`config.mk`:
```
export PLATFORM = sky130hd
export DESIGN_NAME = bpmc_ctrl
export DESIGN_NICKNAME = d
export VERILOG_FILES = /design/src/hw/rtl/bpmc_pkg.sv /design/src/hw/rtl/bpmc_ctrl.sv
export SDC_FILE = /design/constraint.sdc
export NUM_CORES = 1
export LEC_CHECK = 0
export ABC_CLOCK_PERIOD_IN_PS = 2650
export BUFFER_PORTS_ARGS = -buffer_cell sky130_fd_sc_hd__buf_4
export CAP_MARGIN = 20
export CELL_PAD_IN_SITES_DETAIL_PLACEMENT = 1
export CELL_PAD_IN_SITES_GLOBAL_PLACEMENT = 2
export CORE_ASPECT_RATIO = 1.2
export CORE_MARGIN = 5
export CORE_UTILIZATION = 28
export DETAILED_ROUTE_END_ITERATION = 16
export GPL_TIMING_DRIVEN = 1
export PLACE_DENSITY_LB_ADDON = 0.1
export SLEW_MARGIN = 30
export SYNTH_ARGS = -nofsm -noshare
export SYNTH_HDL_FRONTEND = slang
export SYNTH_SLANG_ARGS = --single-unit
```
`constraint.sdc`:
```
create_clock -name aclk -period 2.65 [get_ports aclk]
set_input_delay 0.265 -clock aclk [delete_from_list [all_inputs] [get_ports aclk]]
set_output_delay 0.265 -clock aclk [all_outputs]
set_load 0.03 [all_outputs]
```
`src/hw/rtl/bpmc_pkg.sv`:
```
// Shared types, command codes and arithmetic helpers for the balance controller.
// No dependencies; imported by bpmc_ctrl, bpmc_datapath and the top level.
package bpmc_pkg;

    // Arctangent iterations and the width of their counter
    localparam int ATAN_STEPS = 16;
    localparam int ITER_W     = $clog2(ATAN_STEPS);

    // Datapath operations issued by the sequencer
    typedef logic [4:0] op_t;
    localparam op_t OP_NONE   = 5'd0;
    localparam op_t OP_REMOTE = 5'd1;
    localparam op_t OP_LOAD   = 5'd2;
    localparam op_t OP_CORDIC = 5'd3;
    localparam op_t OP_ACC    = 5'd4;
    localparam op_t OP_MUL_BA = 5'd5;
    localparam op_t OP_MUL_BP = 5'd6;
    localparam op_t OP_FUSE   = 5'd7;
    localparam op_t OP_ANGLE  = 5'd8;
    localparam op_t OP_MUL_KP = 5'd9;
    localparam op_t OP_MUL_KD = 5'd10;
    localparam op_t OP_MUL_KI = 5'd11;
    localparam op_t OP_INTEG  = 5'd12;
    localparam op_t OP_BAL    = 5'd13;
    localparam op_t OP_MIX    = 5'd14;
    localparam op_t OP_MOTOR  = 5'd15;
    localparam op_t OP_EMIT   = 5'd16;

    typedef struct packed {
        op_t               op;
        logic [ITER_W-1:0] iter;
    } dp_cmd_t;

    // Configuration register indexes
    localparam logic [2:0] CFG_PROP  = 3'd0;
    localparam logic [2:0] CFG_INTEG = 3'd1;
    localparam logic [2:0] CFG_DERIV = 3'd2;
    localparam logic [2:0] CFG_BLEND = 3'd3;
    localparam logic [2:0] CFG_ORATE = 3'd4;
    localparam logic [2:0] CFG_FLOOR = 3'd5;
    localparam logic [2:0] CFG_SLEW  = 3'd6;
    localparam logic [2:0] CFG_DLIM  = 3'd7;

    // Remote command bytes
    localparam logic [7:0] RC_FWD        = 8'd1;
    localparam logic [7:0] RC_STOP_A     = 8'd2;
    localparam logic [7:0] RC_REV        = 8'd3;
    localparam logic [7:0] RC_STOP_B     = 8'd4;
    localparam logic [7:0] RC_TURN_POS   = 8'd5;
    localparam logic [7:0] RC_TURN_OFF_A = 8'd6;
    localparam logic [7:0] RC_TURN_NEG   = 8'd7;
    localparam logic [7:0] RC_TURN_OFF_B = 8'd8;

    // Arctangent of 2^-i in Q.28 degrees
    function automatic logic signed [36:0] atan_entry(input logic [ITER_W-1:0] i);
        logic signed [36:0] r;
        case (i)
            4'd0:    r = 37'sd12079595520;
            4'd1:    r = 37'sd7131001626;
            4'd2:    r = 37'sd3767825416;
            4'd3:    r = 37'sd1912607013;
            4'd4:    r = 37'sd960014949;
            4'd5:    r = 37'sd480475470;
            4'd6:    r = 37'sd240296363;
            4'd7:    r = 37'sd120155514;
            4'd8:    r = 37'sd60078674;
            4'd9:    r = 37'sd30039451;
            4'd10:   r = 37'sd15019740;
            4'd11:   r = 37'sd7509872;
            4'd12:   r = 37'sd3754936;
            4'd13:   r = 37'sd1877468;
            4'd14:   r = 37'sd938734;
            4'd15:   r = 37'sd469367;
            default: r = 37'sd0;
        endcase
        return r;
    endfunction

    // Saturate a wide signed value to 32 bits
    function automatic logic signed [31:0] sat32(input logic signed [55:0] v);
        logic signed [31:0] r;
        if (v[55:31] == '0 || v[55:31] == '1) begin
            r = v[31:0];
        end else if (v[55]) begin
            r = 32'sh8000_0000;
        end else begin
            r = 32'sh7FFF_FFFF;
        end
        return r;
    endfunction

    // Truncating divide by 10*2^16, then clamp to +-127
    function automatic logic signed [7:0] motor_div(input logic signed [28:0] v);
        logic [27:0] mag;
        logic [11:0] n;
        logic [24:0] prod;
        logic [8:0]  q;
        logic [7:0]  qc;
        mag  = v[28] ? 28'(-v) : 28'(v);
        n    = mag[27:16];
        prod = 25'(n) * 25'd6554;
        q    = prod[24:16];
        qc   = (q > 9'd127) ? 8'd127 : q[7:0];
        return v[28] ? -signed'(qc) : signed'(qc);
    endfunction

    // Limit the change of a motor command against its previous value
    function automatic logic signed [7:0] slew_limit(input logic signed [7:0] s,
                                                     input logic signed [7:0] prev,
                                                     input logic [6:0] step);
        logic signed [9:0] diff;
        logic signed [9:0] stp;
        logic signed [9:0] r;
        diff = 10'(s) - 10'(prev);
        stp  = signed'({3'b0, step});
        if (diff > stp) begin
            r = 10'(prev) + stp;
        end else if (diff < -stp) begin
            r = 10'(prev) - stp;
        end else begin
            r = 10'(s);
        end
        return r[7:0];
    endfunction

endpackage

```
`src/hw/rtl/bpmc_ctrl.sv`:
```
// Sequencer for the balance controller: steps the datapath through one tick or a remote byte.
// Depends on bpmc_pkg for the command struct and operation codes.
module bpmc_ctrl (
    input  logic              aclk,
    input  logic              aresetn,
    input  logic              s_valid,
    input  logic              s_cmd,
    output logic              s_ready,
    output logic              m_valid,
    input  logic              m_ready,
    output bpmc_pkg::dp_cmd_t dp_cmd
);
    import bpmc_pkg::*;

    localparam logic [3:0] ST_IDLE = 4'd0;
    localparam logic [3:0] ST_CORD = 4'd1;
    localparam logic [3:0] ST_ACC  = 4'd2;
    localparam logic [3:0] ST_MBA  = 4'd3;
    localparam logic [3:0] ST_MBP  = 4'd4;
    localparam logic [3:0] ST_FUSE = 4'd5;
    localparam logic [3:0] ST_ANG  = 4'd6;
    localparam logic [3:0] ST_MKP  = 4'd7;
    localparam logic [3:0] ST_MKD  = 4'd8;
    localparam logic [3:0] ST_MKI  = 4'd9;
    localparam logic [3:0] ST_INTG = 4'd10;
    localparam logic [3:0] ST_BAL  = 4'd11;
    localparam logic [3:0] ST_MIX  = 4'd12;
    localparam logic [3:0] ST_MOT  = 4'd13;
    localparam logic [3:0] ST_DONE = 4'd14;

    logic [3:0]        state_reg, state_next;
    logic [ITER_W-1:0] iter_reg, iter_next;
    logic              mvalid_reg, mvalid_next;
    op_t               op;

    // Next state and command decode
    always_comb begin
        state_next  = state_reg;
        iter_next   = iter_reg;
        mvalid_next = mvalid_reg && !m_ready;
        op          = OP_NONE;
        s_ready     = 1'b0;
        case (state_reg)
            ST_IDLE: begin
                s_ready = 1'b1;
                if (s_valid) begin
                    if (s_cmd) begin
                        op = OP_REMOTE;
                    end else begin
                        op         = OP_LOAD;
                        iter_next  = '0;
                        state_next = ST_CORD;
                    end
                end
            end
            ST_CORD: begin
                op        = OP_CORDIC;
                iter_next = iter_reg + 1'b1;
                if (iter_reg == ITER_W'(ATAN_STEPS - 1)) begin
                    state_next = ST_ACC;
                end
            end
            ST_ACC:  begin op = OP_ACC;    state_next = ST_MBA;  end
            ST_MBA:  begin op = OP_MUL_BA; state_next = ST_MBP;  end
            ST_MBP:  begin op = OP_MUL_BP; state_next = ST_FUSE; end
            ST_FUSE: begin op = OP_FUSE;   state_next = ST_ANG;  end
            ST_ANG:  begin op = OP_ANGLE;  state_next = ST_MKP;  end
            ST_MKP:  begin op = OP_MUL_KP; state_next = ST_MKD;  end
            ST_MKD:  begin op = OP_MUL_KD; state_next = ST_MKI;  end
            ST_MKI:  begin op = OP_MUL_KI; state_next = ST_INTG; end
            ST_INTG: begin op = OP_INTEG;  state_next = ST_BAL;  end
            ST_BAL:  begin op = OP_BAL;    state_next = ST_MIX;  end
            ST_MIX:  begin op = OP_MIX;    state_next = ST_MOT;  end
            ST_MOT:  begin op = OP_MOTOR;  state_next = ST_DONE; end
            ST_DONE: begin
                // hold until the output register is free
                if (!mvalid_reg || m_ready) begin
                    op          = OP_EMIT;
                    mvalid_next = 1'b1;
                    state_next  = ST_IDLE;
                end
            end
            default: state_next = ST_IDLE;
        endcase
    end

    always_ff @(posedge aclk) begin
        if (!aresetn) begin
            state_reg  <= ST_IDLE;
            iter_reg   <= '0;
            mvalid_reg <= 1'b0;
        end else begin
            state_reg  <= state_next;
            iter_reg   <= iter_next;
            mvalid_reg <= mvalid_next;
        end
    end

    assign m_valid     = mvalid_reg;
    assign dp_cmd.op   = op;
    assign dp_cmd.iter = iter_reg;

endmodule

```
==> results of run 1 <==
[where the power goes]
| part | total, W | internal [W] | leakage (nW) | switching (W) |
|---|---|---|---|---|
| clock | 0.000114 | 0.0000583 | 0.0150 | 0.0000553 |
| combinational | 0.000154 | 0.0000642 | 0.194 | 0.0000897 |
| sequential | 0.000169 | 0.000145 | 0.0730 | 0.0000234 |
[layout make-up]
class | instances | area, µm² | share of cell area [%]
Multi-Input combinational cell | 51 | 323 | 47.7
Clock buffer | 4 | 26.3 | 3.88
Sequential cell | 9 | 180 | 26.6
Timing Repair Buffer | 15 | 113 | 16.6
Tap cell | 19 | 23.8 | 3.51
Inverter | 3 | 11.3 | 1.66
[per-layer routing]
metal  routed length (µm)  track usage, %
met2                  665            18.4
met5                    0               0
met4                   48            8.99
met1                  638            13.4
met3                   50            2.31
[Yosys cell counts (all sizes together)]
library cell  number  area, µm²
a21boi             1       7.51
a21oi              6       30.0
a31oi              2       12.5
and3               1       6.26
buf                2       10.0
clkbuf             3       11.3
dfxtp              9        180
ha                 1       12.5
inv                3       11.3
mux2i              1       10.0
nand2              4       15.0
nand2b             4       25.0
nand3              2       10.0
nand4b             1       8.76
nor2               5       18.8
nor2b              3       18.8
nor3               1       5.00
nor3b              1       7.51
o211a              1       10.0
o21a               2       15.0
o21ai              6       30.0
o221a              1       11.3
o221ai             1       8.76
or3                2       12.5
or4                1       11.3
or4b               1       10.0
xnor2              1       8.76
xor2               2       17.5
[through the flow]
step / setup WS (ps) / std cells / power, W / utilization [%]
2_1_floorplan: 1070 / 68 / 0.000278 / -
3_3_place_gp: 935 / 97 / 0.000328 / 35.6
3_5_place_dp: 898 / 97 / 0.000328 / 35.6
4_1_cts: 863 / 101 / 0.000443 / 37.0
5_1_grt: 763 / 101 / 0.000467 / 37.0
6_report: 877 / 101 / 0.000436 / 37.0
[cell families after synthesis]
group,after synthesis
multiplexers,1
adder cells (fa/ha/maj),1
flip-flops,9
AO/OA/AOI/OAI,20
AND/OR/NAND/NOR,26
buffers and inverters,8
XOR/XNOR,3
[how the worst max path moves through the flow]
stage            startpoint          end  slack, ps  cells past startpoint
6_report       state_reg[3]      s_ready        880                      3
5_1_grt        state_reg[0]  iter_reg[3]        760                      3
4_1_cts        state_reg[3]      s_ready        860                      3
3_5_place_dp   state_reg[0]  iter_reg[3]        900                      3
3_3_place_gp   state_reg[0]  iter_reg[3]        940                      3
2_1_floorplan  state_reg[2]    dp_cmd[7]       1070                      3
==> results_dict.tcl, run 1 <==
set metrics [dict create \
    design_area_um2 677 \
    synth.area.mux_share_pct 1.87 \
    first_pass_iters 4 \
    hp-class "in -> reg" \
    clockBufferDepth 2 \
    fp.coreArea_um2 1830 \
    hold_depth 2 \
    numCtsBuffers 3 \
    synth_nets 74 \
    hold_viol_final 0 \
    drive_above_1_share_pct 24.4 \
    cts_resized 0 \
    setup_viol 0 \
    max_stage_delay_ps 610 \
    grt_antenna_before_repair 0 \
    vias_per_cell 5.41 \
    path_buf_inv 2 \
    synth_fa_ha_area_share_pct 2.34 \
    initial_core_util_pct 29.3 \
    p_leak_nw 0.282 \
    yosysUniqueCellTypes 30 \
    vdd_drop_max_mv 0.198 \
    endpoint_kind "output port" \
    rsz0062_at_grt "no" \
    cp-start-kind "flip-flop" \
    drv.max_cap_violation_count 0 \
    hp-start "aresetn" \
    fin_setup_tns_ps 0 \
    worstSetupPathType "reg -> out" \
    io-pin-count 16 \
    grt_pass1_wl_um 2550 \
    critPathSlowestCell "or4_4" \
    final_common_cell "buf_4" \
    skew_ps 5.07 \
    first_iter_violations 11 \
    area.growth.synth_to_final_pct 26.4 \
    synth_area_per_cell_um2 7.88 \
    cts_root_buffer "clkbuf_4" \
    cts_tree "built" \
    drt-total-wl_um 1400 \
    final_period_minus_worst_setup_slack_ps 1770 \
    grt_max_degree 13 \
    worstReg2RegEnd "iter_reg[3]" \
    gp_congestion 0.655 \
    regToRegSetupSlack_ps 890 \
    nNetsFinal 89 \
    yosysWarningCount 0 \
    synth-compound-area-share_pct 23.4 \
    relSlewSlack_pct 71.7 \
    synth-xor-area-share_pct 4.91 \
    placed_cell_area_um2 651 \
    slew_viol_final 0 \
    hold_slack_ps 255 \
    track_usage_pct 11.6 \
    worstPathMaxFanout 11 \
    rr_worst_depth 3 \
    critPathArrivalTime_ps 1510 \
    ant_nets 0 \
    holdBufCountCts 0 \
    wl_per_cell_um 13.9 \
    worstPathCellList "or4_4, inv_2, buf_4" \
    r2r-start "state_reg[0]" \
    num_antenna_cells 0 \
    syn_area_um2 536 \
    worst_pin_slew_ps 424 \
    cts_setup_buffers 0 \
    rows 17 \
    critPathRequiredTime_ps 2380 \
    h-tree-depth 1 \
    drc 0 \
    fillCellCount 219 \
    dpl.hpwl_um 1070 \
    layout_common_cells "15 x buf_4, 9 x dfxtp_1, 6 x a21oi_1" \
    grt_pass1_vias 581 \
    synth_top_family_by_area "simple AND/OR/NAND/NOR gates" \
    min_to "state_reg[2]" \
    synthSimpleGateAreaFrac_pct 27.8 \
    clock_latency_ps 270 \
    status "finished, final reports clean" \
    die_y_um 57.9 \
    syn_inst 68 \
    grt_overflow 0 \
    clkTransAtPathRegs_ps 70 \
    fin_crit_sh_pct 66.9 \
    critical-path-top-delay-family "simple AND/OR/NAND/NOR gates" \
    vias 546 \
    fmax_ghz 0.564 \
    dieArea_um2 2890 \
    p_per_area_nw_per_um2 645 \
    ys_seq_area_share_pct 33.6 \
    fp.dieW_um 49.9 \
    clkSinkCount 9 \
    ys_seq_elements 9 \
    io_buffer_count 15 \
]
(Power assumes the default switching activity.)
==> inputs of run 2 (changes only) <==
Settings changed: ABC_AREA set to 1, ABC_CLOCK_PERIOD_IN_PS 2650 to 1500, CORE_UTILIZATION 28 to 22.
Clock period 2.65 ns to 1.5 ns, I/O delays scaled along.
==> run 2 against run 1 <==
Net effect:
- cell area is 19% higher
- sequential share of layout area is 3.1 points lower
- count of clock-buffer cells in the layout stayed put
- core utilization shrank 5.5 points
- die area rose by 33%
- sequential power increased by 94%
- via count up 17%
- hold slack worse by 95 ps
- first-iteration DRC count up 36%
- critical path type unchanged
==> results_dict.tcl, run 2 <==
set metrics [dict create \
    worstSetupPathType "reg -> out" \
    fin_crit_sh_pct 94.3 \
    rows 20 \
    numCtsBuffers 3 \
    grt_max_degree 9 \
    grt_pass1_wl_um 2710 \
    vias 640 \
    worstPathMaxFanout 7 \
    clockBufferDepth 2 \
    clock_latency_ps 260 \
    clkTransAtPathRegs_ps 60 \
    critPathRequiredTime_ps 1350 \
    endpoint_kind "output port" \
    cts_tree "built" \
    num_antenna_cells 0 \
    drv.max_cap_violation_count 0 \
    first_iter_violations 15 \
    hp-class "in -> reg" \
    final_common_cell "nand2_1" \
    initial_core_util_pct 23.2 \
    slew_viol_final 0 \
    yosysMostFrequentCell "nand2_1" \
    vias_per_cell 4.30 \
    ys_top_cells_by_area "dfxtp_1 30%, nand2_1 15%, nand3_1 9.3%" \
    yosysTopAreaCell "dfxtp_1" \
    area.growth.synth_to_final_pct 35.7 \
    cp-start-kind "flip-flop" \
    timing.final.ws_setup_ps 85.7 \
    yosysWarningCount 0 \
    worst_pin_slew_ps 246 \
    clkSinkCount 9 \
    dpl.hpwl_um 1360 \
    fp.dieW_um 57.3 \
    nNetsFinal 123 \
    setup_viol 0 \
    relSlewSlack_pct 83.6 \
    ys_seq_area_share_pct 30.4 \
    fillCellCount 360 \
    drive_above_1_share_pct 33.6 \
    fp.coreArea_um2 2550 \
    critPathArrivalTime_ps 1260 \
    hold_slack_ps 160 \
    final_period_minus_worst_setup_slack_ps 1410 \
    placed_cell_area_um2 742 \
    design_area_um2 803 \
    yosysTopAreaCellShare_pct 30.4 \
    grt_pass1_vias 643 \
    grt_overflow 0 \
    syn_area_um2 592 \
    power_frac_clock_pct 15.3 \
    vdd_drop_max_mv 0.614 \
    layout_common_cells "22 x nand2_1, 17 x buf_4, 12 x nor2_1" \
    switching_power_w 0.000600 \
    io_buffer_count 15 \
    wl_per_cell_um 11.3 \
    fmax_ghz 0.707 \
    intPower_w 0.000650 \
    ant_nets 0 \
    p_leak_nw 0.381 \
    ys_async_sr_fraction_pct 0 \
    comb_power_share_pct 58.5 \
    skew_ps 0.806 \
    grt_antenna_before_repair 0 \
    dp_slack_ps 180 \
    cts_root_buffer "clkbuf_4" \
    seq_power_share_pct 26.2 \
    p_per_area_nw_per_um2 1560 \
    first_pass_iters 2 \
    ys_seq_elements 9 \
    gp_congestion 0.685 \
    yosysUniqueCellTypes 19 \
    drc 0 \
    synth_nets 102 \
    drt-total-wl_um 1680 \
    hold_viol_final 0 \
    io-pin-count 16 \
    finalPower_w 0.00125 \
    switching_share_pct 48.0 \
    track_usage_pct 9.18 \
    synth_area_per_cell_um2 6.16 \
    status "finished, final reports clean" \
    die_y_um 66.8 \
    syn_inst 96 \
    ys.flop_type "dfxtp_1" \
    dieArea_um2 3830 \
    synth_commonest_cells "24 x nand2_1, 13 x nor2_1, 11 x inv_1, 11 x nand3_1, 9 x dfxtp_1" \
    h-tree-depth 1 \
    synth_edf_count 0 \
]
## run 2: cell count changes after synthesis, moves of 3 or more
cell      before  now
nand2_1        4   24
inv_1          2   11
nand3_1        2   11
nor2_1         5   13
nand2b_1       4    0
clkbuf_1       3    0
nand2_2        0    3
nor2b_1        3    0
## run 2: area by class of cell
cell class	count	area [µm²]	share of cell area [%]
Tap cell	33	41.3	5.14
Inverter	15	62.6	7.79
Multi-Input combinational cell	71	357	44.4
Clock buffer	4	26.3	3.27
Sequential cell	9	189	23.5
Timing Repair Buffer	17	128	15.9
## run 2: layer usage
layer	wire length, µm	GRT usage (%)	vias up
li1	-	-	343
met1	694	9.40	286
met2	924	17.2	9
met3	40	1.55	2
met4	18	5.22	0
met5	0	0	-
## run 2: critical path, cell delays in order (launching register included)
cell	delay (ps)
dfxtp_4	370
inv_2	70
nand2_2	80
nor2_4	120
nand3_1	70
a21oi_1	120
buf_4	170
## run 2: logic make-up after synthesis
group,count (synthesis),synth area share [%]
AOI/OAI and AO/OA,11,9.73
DFF,9,30.4
adders and majority gates,1,2.11
and+or+nand+nor,59,46.3
buffers and inverters,16,11.4
## run 2: path summary, 6_finish.rpt
| check | from | endpoint | slack (ps) | cells after the start |
|---|---|---|---|---|
| hold / removal | aresetn | state_reg[1] | 160 | 3 |
| setup reg to reg | state_reg[0] | iter_reg[2] | 350 | 6 |
| setup / recovery | state_reg[2] | dp_cmd[4] | 90 | 6 |
| hold reg to reg | iter_reg[1] | iter_reg[1] | 530 | 2 |
## run 2: power by group through the flow
stage          clock network (W)  logic (W)  registers [W]
6_report                0.000192   0.000731       0.000328
5_1_grt                 0.000207   0.000812       0.000337
4_1_cts                 0.000204   0.000723       0.000322
3_5_place_dp                   0   0.000698       0.000324
3_3_place_gp                   0   0.000701       0.000322
2_1_floorplan                  0   0.000448       0.000351
## run 2: timing repair
action / CTS / global route
hold buffers: 0 / 0
buffers inserted: 1 / 0
resized for setup: 4 / 9
endpoints found under the setup margin: 2 / 2
pin swaps: 0 / 1
## run 2: per-stage QoR
step           utilization, %  cells  setup TNS, ps
2_1_floorplan               -     96              0
3_3_place_gp             29.1    144              0
3_5_place_dp             29.1    144              0
4_1_cts                  30.6    149              0
5_1_grt                  31.5    149         -0.764
6_report                 31.5    149              0
==> inputs of run 3 (changes only) <==
Settings changed: BUFFER_PORTS_ARGS -buffer_cell sky130_fd_sc_hd__buf_4 to not set, CORE_UTILIZATION 22 to 26, DONT_BUFFER_PORTS set to 1.
==> run 3 against run 2 <==
Net effect:
- first-iteration DRC count decreased by 73%
- hold slack worse by 130 ps
- clock skew about the same
- register-to-register slack worse by 90 ps
- count of clock-buffer cells in the layout unchanged
- core utilization up 3.7 points
- sequential power grew 5%
- die area down 13%
- non-clock buffer count down 4
- critical path type unchanged
==> results_dict.tcl, run 3 (same netlist as run 2, synthesis figures left out) <==
set metrics [dict create \
    endpoint_kind "output port" \
    comb_power_share_pct 57.8 \
    io_buffer_count 0 \
    nNetsFinal 119 \
    dieArea_um2 3330 \
    rsz0062_at_grt "yes" \
    cp-startpoint "state_reg[2]" \
    vdd_drop_max_mv 0.601 \
    grt_busiest_layer "met2" \
    numCtsBuffers 3 \
    worstPathCellList "inv_2, nand2_1, nor2_2, nand3_2, a21oi_2, buf_6" \
    h-tree-depth 1 \
    setup_viol 0 \
    initial_core_util_pct 26.5 \
    critPathRequiredTime_ps 1350 \
    dpl.hpwl_um 1340 \
    fp.dieW_um 53.6 \
    gp_congestion 0.677 \
    fin_util_pct 35.2 \
    r2r-start "state_reg[3]" \
    worstPathMaxFanout 7 \
    worst_pin_slew_ps 261 \
    drv.max_cap_violation_count 0 \
    p_leak_nw 0.362 \
    grt_antenna_before_repair 0 \
    first_iter_violations 4 \
    drt-total-wl_um 1630 \
    power_frac_clock_pct 14.8 \
    switching_share_pct 47.7 \
    seq_power_share_pct 27.4 \
    slew_viol_final 0 \
    max_stage_delay_ps 360 \
    fin_cells 143 \
    wl_per_cell_um 11.4 \
    rows 19 \
    hold_slack_ps 25.4 \
    io-pin-count 16 \
    dp.cells 137 \
    die_y_um 62.3 \
    hold_viol_final 0 \
    grt_use_met1_pct 12.1 \
    cp-start-kind "flip-flop" \
    intPower_w 0.000654 \
    hp-start "aresetn" \
    hp-class "in -> reg" \
    clock_latency_ps 250 \
    grt_overflow 0 \
    status "finished, final reports clean" \
    clockBufferDepth 2 \
    fmax_ghz 0.698 \
    area.growth.synth_to_final_pct 32.8 \
    clkSinkCount 9 \
    first_pass_iters 2 \
    drive_above_1_share_pct 32.1 \
    clkTransAtPathRegs_ps 60 \
    grt_max_degree 8 \
    track_usage_pct 10.8 \
    ant_nets 0 \
    final_common_cell "nand2_1" \
    p_per_area_nw_per_um2 1590 \
    grt_pass1_wl_um 2700 \
    grt_use_met3_pct 1.20 \
    vias 638 \
    use_met2_pct 18.9 \
    layout_common_cells "22 x nand2_1, 11 x inv_1, 11 x nor2_1, 11 x buf_4, 10 x nand3_1" \
    fp.coreArea_um2 2230 \
    vias_per_cell 4.46 \
    switching_power_w 0.000597 \
    worstSetupPathType "reg -> out" \
    fin_crit_sh_pct 95.5 \
    final_period_minus_worst_setup_slack_ps 1430 \
    critPathArrivalTime_ps 1280 \
    fin_setup_tns_ps 0 \
    num_antenna_cells 0 \
    critPathSlowestCell "dfxtp_2" \
    grt_pass1_vias 649 \
    cts_tree "built" \
    skew_ps 1.16 \
    drc 0 \
    cts_root_buffer "clkbuf_4" \
    relSlewSlack_pct 82.6 \
]
==> run 3: metrics by stage <==
stage | worst slack (ps) | power (W) | cell area, µm²
after floorplan | 79.2 | 0.000799 | 592
after global placement | 154 | 0.000995 | 702
after detailed placement | 135 | 0.000996 | 702
after CTS | 18.3 | 0.00120 | 737
after global routing | -27.9 | 0.00135 | 786
final | 66.8 | 0.00125 | 786
==> run 3: layout make-up <==
type	instances	area (µm²)
well taps	31	38.8
inverters	15	56.3
multi-input cells	71	373
repair buffers	13	105
fillers	326	1450
clock buffers	4	26.3
flip-flops and latches	9	186
==> run 3: worst max-delay path: cells and delay by family (launching register included) <==
family / cells / cell delay [ps]
AO/OA/AOI/OAI: 1 / 150
buffers and inverters: 2 / 200
AND/OR/NAND/NOR: 3 / 310
flip-flops: 1 / 360
==> run 3: timing repair <==
item,CTS,global route
setup buffers,0,2
hold buffers,0,0
pin swaps,0,4
gates resized for setup,5,9
setup endpoints to repair,3,3
==> run 3: final timing paths <==
path,end,slack (ps),cells after the start
max,dp_cmd[4],70,6
min,state_reg[0],30,2
max reg2reg,iter_reg[2],260,6
min reg2reg,m_valid,570,4
==> run 3: power groups by stage <==
| stage | Clock, W | Sequential (W) | Combinational (W) |
|---|---|---|---|
| 6_report | 0.000185 | 0.000343 | 0.000723 |
| 5_1_grt | 0.000201 | 0.000352 | 0.000800 |
| 4_1_cts | 0.000193 | 0.000338 | 0.000671 |
| 3_5_place_dp | 0 | 0.000336 | 0.000660 |
| 3_3_place_gp | 0 | 0.000333 | 0.000662 |
| 2_1_floorplan | 0 | 0.000351 | 0.000448 |
==> run 3: metal layers <==
layer / wire length (µm) / vias to the layer above
met3: 83 / 2
met2: 865 / 12
met5: 0 / -
met4: 20 / 0
li1: - / 335
met1: 656 / 289
